`config.mk`:
```
export PLATFORM = sky130hd
export DESIGN_NAME = utf16_to_utf8_transcoder_flat
export DESIGN_NICKNAME = d
export VERILOG_FILES = /design/src/rtl/utt_pkg.sv /design/src/rtl/utt_if.sv /design/src/rtl/utf16_to_utf8_transcoder.sv /design/src/rtl/utt_front.sv /design/src/rtl/utt_queue.sv /design/src/rtl/utt_back.sv /design/src/flat_wrapper.sv
export SDC_FILE = /design/constraint.sdc
export NUM_CORES = 1
export LEC_CHECK = 0
export BUFFER_PORTS_ARGS = -buffer_cell sky130_fd_sc_hd__buf_2
export CORE_AREA = 2 2 127 129
export DETAILED_ROUTE_END_ITERATION = 8
export DIE_AREA = 0 0 129 131
export PLACE_DENSITY = 0.66
export SYNTH_ARGS = -nofsm -noshare
export SYNTH_HDL_FRONTEND = slang
export SYNTH_SLANG_ARGS = --single-unit
```
`constraint.sdc`:
```
create_clock -name clk -period 7.4 [get_ports clk]
set_input_delay 1.11 -clock clk [delete_from_list [all_inputs] [get_ports clk]]
set_output_delay 1.11 -clock clk [all_outputs]
set_load 0.02 [all_outputs]
```
`src/rtl/utt_pkg.sv`:
```
// UTF-16 to UTF-8 transcoder: shared types, constants and the UTF-8 encoder.
// Used by the front, back and queue modules and by the top level.
// No dependencies.
package utt_pkg;

  localparam logic [15:0] HighFirst = 16'hD800;
  localparam logic [15:0] HighLast  = 16'hDBFF;
  localparam logic [15:0] LowFirst  = 16'hDC00;
  localparam logic [15:0] LowLast   = 16'hDFFF;
  localparam logic [20:0] SuppBase  = 21'h10000;
  localparam logic [20:0] Lim1Byte  = 21'h80;
  localparam logic [20:0] Lim2Byte  = 21'h800;
  localparam logic [20:0] Lim3Byte  = 21'h10000;
  localparam logic [5:0]  HighTag   = 6'b110110;

  localparam logic [2:0] Lead2 = 3'b110;
  localparam logic [3:0] Lead3 = 4'b1110;
  localparam logic [4:0] Lead4 = 5'b11110;
  localparam logic [1:0] Cont  = 2'b10;

  localparam int unsigned MaxBytes = 6;

  typedef struct packed {
    logic [3:0][7:0] b;
    logic [2:0]      len;
  } enc_t;

  typedef struct packed {
    logic [MaxBytes-1:0][7:0] bytes;
    logic [2:0]               count;
    logic                     last;
  } job_t;

  function automatic enc_t utf8_encode(input logic [20:0] cp);
    enc_t e;
    e = '0;
    if (cp < Lim1Byte) begin
      e.b[0] = cp[7:0];
      e.len  = 3'd1;
    end else if (cp < Lim2Byte) begin
      e.b[0] = {Lead2, cp[10:6]};
      e.b[1] = {Cont, cp[5:0]};
      e.len  = 3'd2;
    end else if (cp < Lim3Byte) begin
      e.b[0] = {Lead3, cp[15:12]};
      e.b[1] = {Cont, cp[11:6]};
      e.b[2] = {Cont, cp[5:0]};
      e.len  = 3'd3;
    end else begin
      e.b[0] = {Lead4, cp[20:18]};
      e.b[1] = {Cont, cp[17:12]};
      e.b[2] = {Cont, cp[11:6]};
      e.b[3] = {Cont, cp[5:0]};
      e.len  = 3'd4;
    end
    return e;
  endfunction

endpackage

```
`src/rtl/utt_if.sv`:
```
// Valid/ready channel interfaces of the transcoder: code units in, bytes out.
// No dependencies.
interface utt_in_if;
  logic        valid;
  logic        ready;
  logic [15:0] code_unit;
  logic        last_unit;

  modport source (output valid, output code_unit, output last_unit, input ready);
  modport sink   (input valid, input code_unit, input last_unit, output ready);
endinterface

interface utt_out_if;
  logic       valid;
  logic       ready;
  logic [7:0] out_byte;
  logic       byte_valid;
  logic       last_of_item;
  logic       end_of_string;

  modport source (output valid, output out_byte, output byte_valid,
                  output last_of_item, output end_of_string, input ready);
  modport sink   (input valid, input out_byte, input byte_valid,
                  input last_of_item, input end_of_string, output ready);
endinterface

```
`src/rtl/utf16_to_utf8_transcoder.sv`:
```
// UTF-16 code unit to UTF-8 byte stream transcoder, top level.
// Depends on utt_pkg, utt_if, utt_front, utt_queue and utt_back.
//
// in_ch carries one UTF-16 code unit per transfer with last_unit marking the
// end of a string. out_ch carries one UTF-8 byte per transfer; last_of_item
// flags the final byte caused by an input unit and end_of_string the final
// byte of the string. A last unit that yields no bytes produces one bare
// marker with byte_valid low and out_byte zero. A unit that yields nothing
// else (held high surrogate, terminator, units after the terminator) produces
// no transfer.
// When the block is idle, the job of a unit is written into a queue slot and
// then into the back end's job register, from which its first byte is offered.
// Throughput: one byte per cycle on out_ch while jobs are queued and out_ch.ready
// is high; a unit yields at most 6 bytes. The back end byte serialiser sets this rate.
// The front end takes a new unit every cycle while the job queue has room,
// so input keeps flowing while a byte waits on a stalled receiver; once the
// queue is full in_ch.ready drops until out_ch.ready frees a slot.
// Reset (rst_n low, synchronous) clears the surrogate and terminator state,
// empties the queue and drops out_ch.valid.
module utf16_to_utf8_transcoder import utt_pkg::*; #(
  parameter int unsigned QDEPTH = 2
) (
  input  logic      clk,
  input  logic      rst_n,
  utt_in_if.sink    in_ch,
  utt_out_if.source out_ch
);

  job_t push_job, pop_job;
  logic push_valid, push_ready, pop_valid, pop_ready;

  utt_front u_front (
    .clk        (clk),
    .rst_n      (rst_n),
    .in_ch      (in_ch),
    .push_job   (push_job),
    .push_valid (push_valid),
    .push_ready (push_ready)
  );

  utt_queue #(.DEPTH(QDEPTH)) u_queue (
    .clk        (clk),
    .rst_n      (rst_n),
    .push_job   (push_job),
    .push_valid (push_valid),
    .push_ready (push_ready),
    .pop_job    (pop_job),
    .pop_valid  (pop_valid),
    .pop_ready  (pop_ready)
  );

  utt_back u_back (
    .clk       (clk),
    .rst_n     (rst_n),
    .pop_job   (pop_job),
    .pop_valid (pop_valid),
    .pop_ready (pop_ready),
    .out_ch    (out_ch)
  );

endmodule

```
`src/rtl/utt_front.sv`:
```
// Front end: accepts code units, tracks surrogate and terminator state,
// and forms a byte job for the queue. Depends on utt_pkg and utt_in_if.
module utt_front import utt_pkg::*; (
  input  logic          clk,
  input  logic          rst_n,
  utt_in_if.sink        in_ch,
  output job_t          push_job,
  output logic          push_valid,
  input  logic          push_ready
);

  logic       pend_r, pend_nxt;
  logic [9:0] hi_r, hi_nxt;
  logic       stop_r, stop_nxt;
  logic       is_high, is_low, done, accept;
  enc_t       held_e, pair_e, new_e;
  job_t       job;

  assign is_high = in_ch.code_unit inside {[HighFirst:HighLast]};
  assign is_low  = in_ch.code_unit inside {[LowFirst:LowLast]};

  assign held_e = utf8_encode({5'd0, HighTag, hi_r});
  assign pair_e = utf8_encode(SuppBase + {1'b0, hi_r, in_ch.code_unit[9:0]});
  assign new_e  = utf8_encode({5'd0, in_ch.code_unit});

  always_comb begin
    job      = '0;
    pend_nxt = pend_r;
    hi_nxt   = hi_r;
    stop_nxt = stop_r;
    done     = 1'b0;
    if (!stop_r) begin
      if (pend_r) begin
        if (is_low) begin
          job.bytes[3:0] = pair_e.b;
          job.count      = 3'd4;
          done           = 1'b1;
        end else begin
          job.bytes[2:0] = held_e.b[2:0];
          job.count      = 3'd3;
        end
        pend_nxt = 1'b0;
        hi_nxt   = '0;
      end
      if (!done) begin
        if (is_high && !in_ch.last_unit) begin
          pend_nxt = 1'b1;
          hi_nxt   = in_ch.code_unit[9:0];
        end else if (in_ch.code_unit == '0) begin
          stop_nxt = 1'b1;
        end else if (pend_r) begin
          job.bytes[5:3] = new_e.b[2:0];
          job.count      = 3'd3 + new_e.len;
        end else begin
          job.bytes[3:0] = new_e.b;
          job.count      = new_e.len;
        end
      end
    end
    job.last = in_ch.last_unit;
    if (in_ch.last_unit) begin
      pend_nxt = 1'b0;
      hi_nxt   = '0;
      stop_nxt = 1'b0;
    end
  end

  assign accept      = in_ch.valid && in_ch.ready;
  assign in_ch.ready = push_ready;
  assign push_job    = job;
  assign push_valid  = in_ch.valid && ((job.count != 3'd0) || job.last);

  always_ff @(posedge clk) begin
    if (!rst_n) begin
      pend_r <= 1'b0;
      hi_r   <= '0;
      stop_r <= 1'b0;
    end else if (accept) begin
      pend_r <= pend_nxt;
      hi_r   <= hi_nxt;
      stop_r <= stop_nxt;
    end
  end

endmodule

```
`src/rtl/utt_queue.sv`:
```
// Short job queue between front and back end of the transcoder.
// Depends on utt_pkg.
module utt_queue import utt_pkg::*; #(
  parameter int unsigned DEPTH = 2
) (
  input  logic clk,
  input  logic rst_n,
  input  job_t push_job,
  input  logic push_valid,
  output logic push_ready,
  output job_t pop_job,
  output logic pop_valid,
  input  logic pop_ready
);

  localparam int unsigned PtrW = (DEPTH > 1) ? $clog2(DEPTH) : 1;
  localparam int unsigned CntW = $clog2(DEPTH + 1);

  job_t            slot_r [DEPTH];
  logic [PtrW-1:0] wr_r, rd_r;
  logic [CntW-1:0] cnt_r;
  logic            push, pop;

  assign push_ready = cnt_r != CntW'(DEPTH);
  assign pop_valid  = cnt_r != '0;
  assign pop_job    = slot_r[rd_r];
  assign push       = push_valid && push_ready;
  assign pop        = pop_valid && pop_ready;

  always_ff @(posedge clk) begin
    if (push) begin
      slot_r[wr_r] <= push_job;
    end
  end

  always_ff @(posedge clk) begin
    if (!rst_n) begin
      wr_r  <= '0;
      rd_r  <= '0;
      cnt_r <= '0;
    end else begin
      if (push) begin
        wr_r <= (wr_r == PtrW'(DEPTH - 1)) ? '0 : wr_r + 1'b1;
      end
      if (pop) begin
        rd_r <= (rd_r == PtrW'(DEPTH - 1)) ? '0 : rd_r + 1'b1;
      end
      if (push && !pop) begin
        cnt_r <= cnt_r + 1'b1;
      end else if (pop && !push) begin
        cnt_r <= cnt_r - 1'b1;
      end
    end
  end

endmodule

```
`src/rtl/utt_back.sv`:
```
// Back end: holds one job and sends its bytes one per transfer.
// Depends on utt_pkg and utt_out_if.
module utt_back import utt_pkg::*; (
  input  logic    clk,
  input  logic    rst_n,
  input  job_t    pop_job,
  input  logic    pop_valid,
  output logic    pop_ready,
  utt_out_if.source out_ch
);

  job_t       cur_r;
  logic [2:0] idx_r;
  logic       act_r;
  logic       final_byte, sent;

  assign final_byte = (cur_r.count == 3'd0) || (idx_r == cur_r.count - 3'd1);
  assign sent       = out_ch.valid && out_ch.ready;
  assign pop_ready  = !act_r || (sent && final_byte);

  assign out_ch.valid         = act_r;
  assign out_ch.byte_valid    = cur_r.count != 3'd0;
  assign out_ch.out_byte      = (cur_r.count != 3'd0) ? cur_r.bytes[idx_r] : 8'd0;
  assign out_ch.last_of_item  = final_byte;
  assign out_ch.end_of_string = final_byte && cur_r.last;

  always_ff @(posedge clk) begin
    if (pop_valid && pop_ready) begin
      cur_r <= pop_job;
    end
  end

  always_ff @(posedge clk) begin
    if (!rst_n) begin
      act_r <= 1'b0;
      idx_r <= '0;
    end else if (pop_ready) begin
      act_r <= pop_valid;
      idx_r <= '0;
    end else if (sent) begin
      idx_r <= idx_r + 3'd1;
    end
  end

endmodule

```
`src/flat_wrapper.sv`:
```
// flat-port wrapper written by rule: the top's interface ports become plain ports
module utf16_to_utf8_transcoder_flat import utt_pkg::*;
#(
  parameter int unsigned QDEPTH = 2
)
  (clk, rst_n, in_ch_valid, in_ch_code_unit, in_ch_last_unit, in_ch_ready, out_ch_valid, out_ch_out_byte, out_ch_byte_valid, out_ch_last_of_item, out_ch_end_of_string, out_ch_ready);
  utt_in_if in_ch_i ();
  utt_out_if out_ch_i ();
  input  logic clk;
  input  logic rst_n;
  input wire logic [$bits(in_ch_i.valid)-1:0] in_ch_valid;
  input wire logic [$bits(in_ch_i.code_unit)-1:0] in_ch_code_unit;
  input wire logic [$bits(in_ch_i.last_unit)-1:0] in_ch_last_unit;
  output wire logic [$bits(in_ch_i.ready)-1:0] in_ch_ready;
  output wire logic [$bits(out_ch_i.valid)-1:0] out_ch_valid;
  output wire logic [$bits(out_ch_i.out_byte)-1:0] out_ch_out_byte;
  output wire logic [$bits(out_ch_i.byte_valid)-1:0] out_ch_byte_valid;
  output wire logic [$bits(out_ch_i.last_of_item)-1:0] out_ch_last_of_item;
  output wire logic [$bits(out_ch_i.end_of_string)-1:0] out_ch_end_of_string;
  input wire logic [$bits(out_ch_i.ready)-1:0] out_ch_ready;
  assign in_ch_i.valid = in_ch_valid;
  assign in_ch_i.code_unit = in_ch_code_unit;
  assign in_ch_i.last_unit = in_ch_last_unit;
  assign in_ch_ready = in_ch_i.ready;
  assign out_ch_valid = out_ch_i.valid;
  assign out_ch_out_byte = out_ch_i.out_byte;
  assign out_ch_byte_valid = out_ch_i.byte_valid;
  assign out_ch_last_of_item = out_ch_i.last_of_item;
  assign out_ch_end_of_string = out_ch_i.end_of_string;
  assign out_ch_i.ready = out_ch_ready;
  utf16_to_utf8_transcoder #(.QDEPTH(QDEPTH)) u_core (.clk(clk), .rst_n(rst_n), .in_ch(in_ch_i), .out_ch(out_ch_i));
endmodule
```
==> flow_summary_export.csv <==
group,metric,value,unit
min_path,hold_path.class,"reg2reg",
grt,grt_pass1_vias,4885,
timing,min_period,3.67,ns
timing,fin_hold_ws,0.513,ns
grt,grt_overflow_total,0,
min_path,worstHoldEndpoint,"u_core.u_queue.cnt_r[1]$_SDFFE_PN0P_",
logic_synthesis,syn_nets,630,
worst_setup_path,crit_family,"simple AND/OR/NAND/NOR gates",
logic_synthesis,synth.area.top_cells,"edfxtp_1 (56%), mux2_2 (8.1%), dfxtp_1 (5.2%)",
worst_setup_path,path_depth,9,
min_path,min_from,"u_core.u_queue.cnt_r[1]$_SDFFE_PN0P_",
die,die_width,129,um
grt,grt_use_total,0.231,
routing,wirelength,18500,um
logic_synthesis,netlist_area,0.00767,sq mm
worst_setup_path,crit_buf_inv,3,
worst_setup_path,worstPathArrival,3.72,ns
timing,rsz0062_at_grt,"false",
logic_synthesis,avgSynthCellArea,12.7,sq um
clock_tree,cts_tree,"built",
placement,globalplace.congestion,0.961,
final_layout,syn_to_final_growth,12.8,%
worst_setup_path,rrSetupSlack,4.01,ns
routing,drt_first_pass_iters,5,
die,die_h,131,um
logic_synthesis,synth_edf_count,144,
logic_synthesis,synth_most_common_cell,"edfxtp_1",
die,ios,34,
worst_setup_path,crit_slowest_cell,"buf_4",
power,p_per_area,317,mW/mm^2
placement,port_buffers,33,
clock_tree,cts.htree.levels,4,
worst_setup_path,worst_setup_path_end_kind,"flip-flop",
logic_synthesis,yosysTopAreaCellShare,0.563,
worst_setup_path,slowest_delay,0.51,ns
worst_setup_path,startpoint_type,"input pin",
logic_synthesis,ys_seq_area_frac,0.616,
routing,first_iter_violations,599,
clock_tree,cts_post_setup_buffers_inserted,0,
min_path,min_path_cells,2,
routing,vias,5056,
clock_tree,clockBufferDepth,2,
power,leakagePower,3.02,nW
timing,fmax,272,MHz
routing,wire_per_inst,21.7,um
worst_setup_path,reg2reg_to,"u_core.u_queue.cnt_r[1]$_SDFFE_PN0P_",
worst_setup_path,path_class,"in2reg",
routing,ant_nets,0,
clock_tree,cts_hold_buffers,0,
routing,vias_per_cell,5.93,
die,start_util,0.492,
logic_synthesis,synthFlopType,"edfxtp_1",
timing,finalHoldViolCount,0,
routing,post-route-drc-count,0,
timing,worst_pin_slew,1.01,ns
grt,grt_pass1_wl,28400,um
final_layout,drive_above_1_share,0.242,
logic_synthesis,synthArstFlopShare,0,
worst_setup_path,critical_path.cell_chain,"buf_2 > nor4_2 > nand2b_1 > o221a_1 > a211oi_2 > o41ai_2 > inv_2 > and2_2 > buf_4",
worst_setup_path,worstReg2RegStart,"u_core.u_back.cur_r[1]$_DFFE_PP_",
worst_setup_path,reg2reg_depth,11,
logic_synthesis,synth_top_cell_by_area,"edfxtp_1",
timing,skew,0.0154,ns
worst_setup_path,worstPathMaxFanout,48,
timing,final_max_slew_viol_count,0,
final_layout,antenna_cells,0,
timing,finalSetupViolCount,0,
power,ir_worst_vdd,0.000344,V
grt,antenna_found_initial,0,
placement,hpwlAfterDp,12500,um
clock_tree,cts_resized,0,
worst_setup_path,required,7.44,ns
die,core_area,0.0156,sq mm
run,drv_cap,0,
timing,min_period_over_period,0.496,
logic_synthesis,synthDistinctLibCells,69,
timing,fin_tns_setup,0,ns
logic_synthesis,yosysWarnings,0,
logic_synthesis,postSynthCellCount,604,
die,rows,46,
clock_tree,cts-buffers-inserted,17,
clock_tree,cts_sinks,164,
clock_tree,path_clk_slew,0.07,ns
outcome,outcome,"complete, no violations",
die,die-area,0.0169,sq mm
logic_synthesis,yosys-top-cells-count,"edfxtp_1 (144), nor2_1 (67), mux2_2 (55)",
clock_tree,clock-root-buffer,"clkbuf_16",
grt,grt_max_degree,51,
logic_synthesis,ys_ff_latch,164,
clock_tree,clk_latency,0.42,ns
final_layout,nets,650,
timing,slew_headroom,0.325,
-- worst max-delay path by stage --
stage / from / to / slack, ns
floorplan: in_ch_code_unit[10] / u_core.u_queue.slot_r[0][0]$_DFFE_PP_ / 2.32
finish: in_ch_code_unit[11] / u_core.u_queue.slot_r[1][20]$_DFFE_PP_ / 3.73
global placement: in_ch_code_unit[11] / u_core.u_queue.slot_r[1][23]$_DFFE_PP_ / 3.37
detailed placement: in_ch_code_unit[11] / u_core.u_queue.slot_r[1][32]$_DFFE_PP_ / 3.28
CTS: in_ch_code_unit[11] / u_core.u_queue.slot_r[1][9]$_DFFE_PP_ / 3.73
global route: in_ch_code_unit[11] / u_core.u_queue.slot_r[1][16]$_DFFE_PP_ / 3.54
-- power by group --
| part | switching, mW | internal (mW) | leakage (nW) |
|---|---|---|---|
| Clock | 0.370 | 0.574 | 0.307 |
| Sequential | 0.0513 | 1.26 | 1.48 |
| Combinational | 0.297 | 0.194 | 1.24 |
| Total | 0.718 | 2.03 | 3.02 |
-- per-layer routing --
layer | global-route usage | routed length (um)
met5 | 0 | 0
met1 | 0.319 | 8360
met4 | 0.0639 | 233
met2 | 0.378 | 8810
met3 | 0.0428 | 1080
-- sequential cells by signal (all words and copies together) (netlist names) --
register	flops
u_core.u_queue.slot_r	96
u_core.u_back.out_ch.valid	1
u_core.u_front.pend_r	1
u_core.u_queue.cnt_r	2
u_core.u_back.cur_r	48
u_core.u_queue.wr_r	1
u_core.u_front.hi_r	10
u_core.u_back.idx_r	3
u_core.u_front.stop_r	1
u_core.u_queue.rd_r	1
-- cells by family after synthesis --
kind of cell | after synthesis | share of synthesized area
simple gates | 191 | 0.127
flops | 164 | 0.616
compound gates | 120 | 0.105
mux | 64 | 0.104
buf+inv | 52 | 0.0295
xor+xnor | 8 | 0.0109
fa+ha+maj | 5 | 0.00815
-- per-stage QoR --
stage	cells	instance area (sq um)	utilization	power, mW	worst slack (ns)
floorplan	604	7670	-	1.68	2.32
global placement	821	8010	0.514	1.81	3.37
detailed placement	821	8010	0.514	1.83	3.28
CTS	853	8650	0.555	2.77	3.73
global route	853	8650	0.555	2.86	3.54
finish	853	8650	0.555	2.75	3.73
-- cells in the final DEF (no fill, tap or decap), types with 7 or more instances in the layout --
cell / instances
a21oi_1: 32
a22oi_1: 23
and2_1: 11
buf_2: 33
buf_4: 9
clkbuf_16: 17
dfxtp_1: 19
edfxtp_1: 144
inv_1: 9
mux2_2: 55
mux4_2: 7
nand2_1: 43
nand3_1: 13
nor2_1: 65
nor3_1: 13
o21ai_0: 23
-- area by class of cell --
| class | instances | area [sq um] |
|---|---|---|
| Fill cell | 1319 | 6940 |
| Sequential cell | 164 | 4730 |
| Multi-Input combinational cell | 388 | 2740 |
| Clock buffer | 17 | 425 |
| Tap cell | 216 | 270 |
| Timing Repair Buffer | 42 | 233 |
| Clock inverter | 15 | 219 |
| Inverter | 11 | 41.3 |
-- worst reg2reg max path, stage by stage (launching register included) --
cell      delay [ns]
edfxtp_1        0.40
inv_1           0.10
ha_1            0.14
nor2b_1         0.63
a31o_2          0.23
a21boi_0        0.22
nor2_4          0.16
buf_4           0.52
inv_1           0.10
ha_1            0.33
or3_1           0.36
a21oi_1         0.14
(Power assumes the default switching activity.)
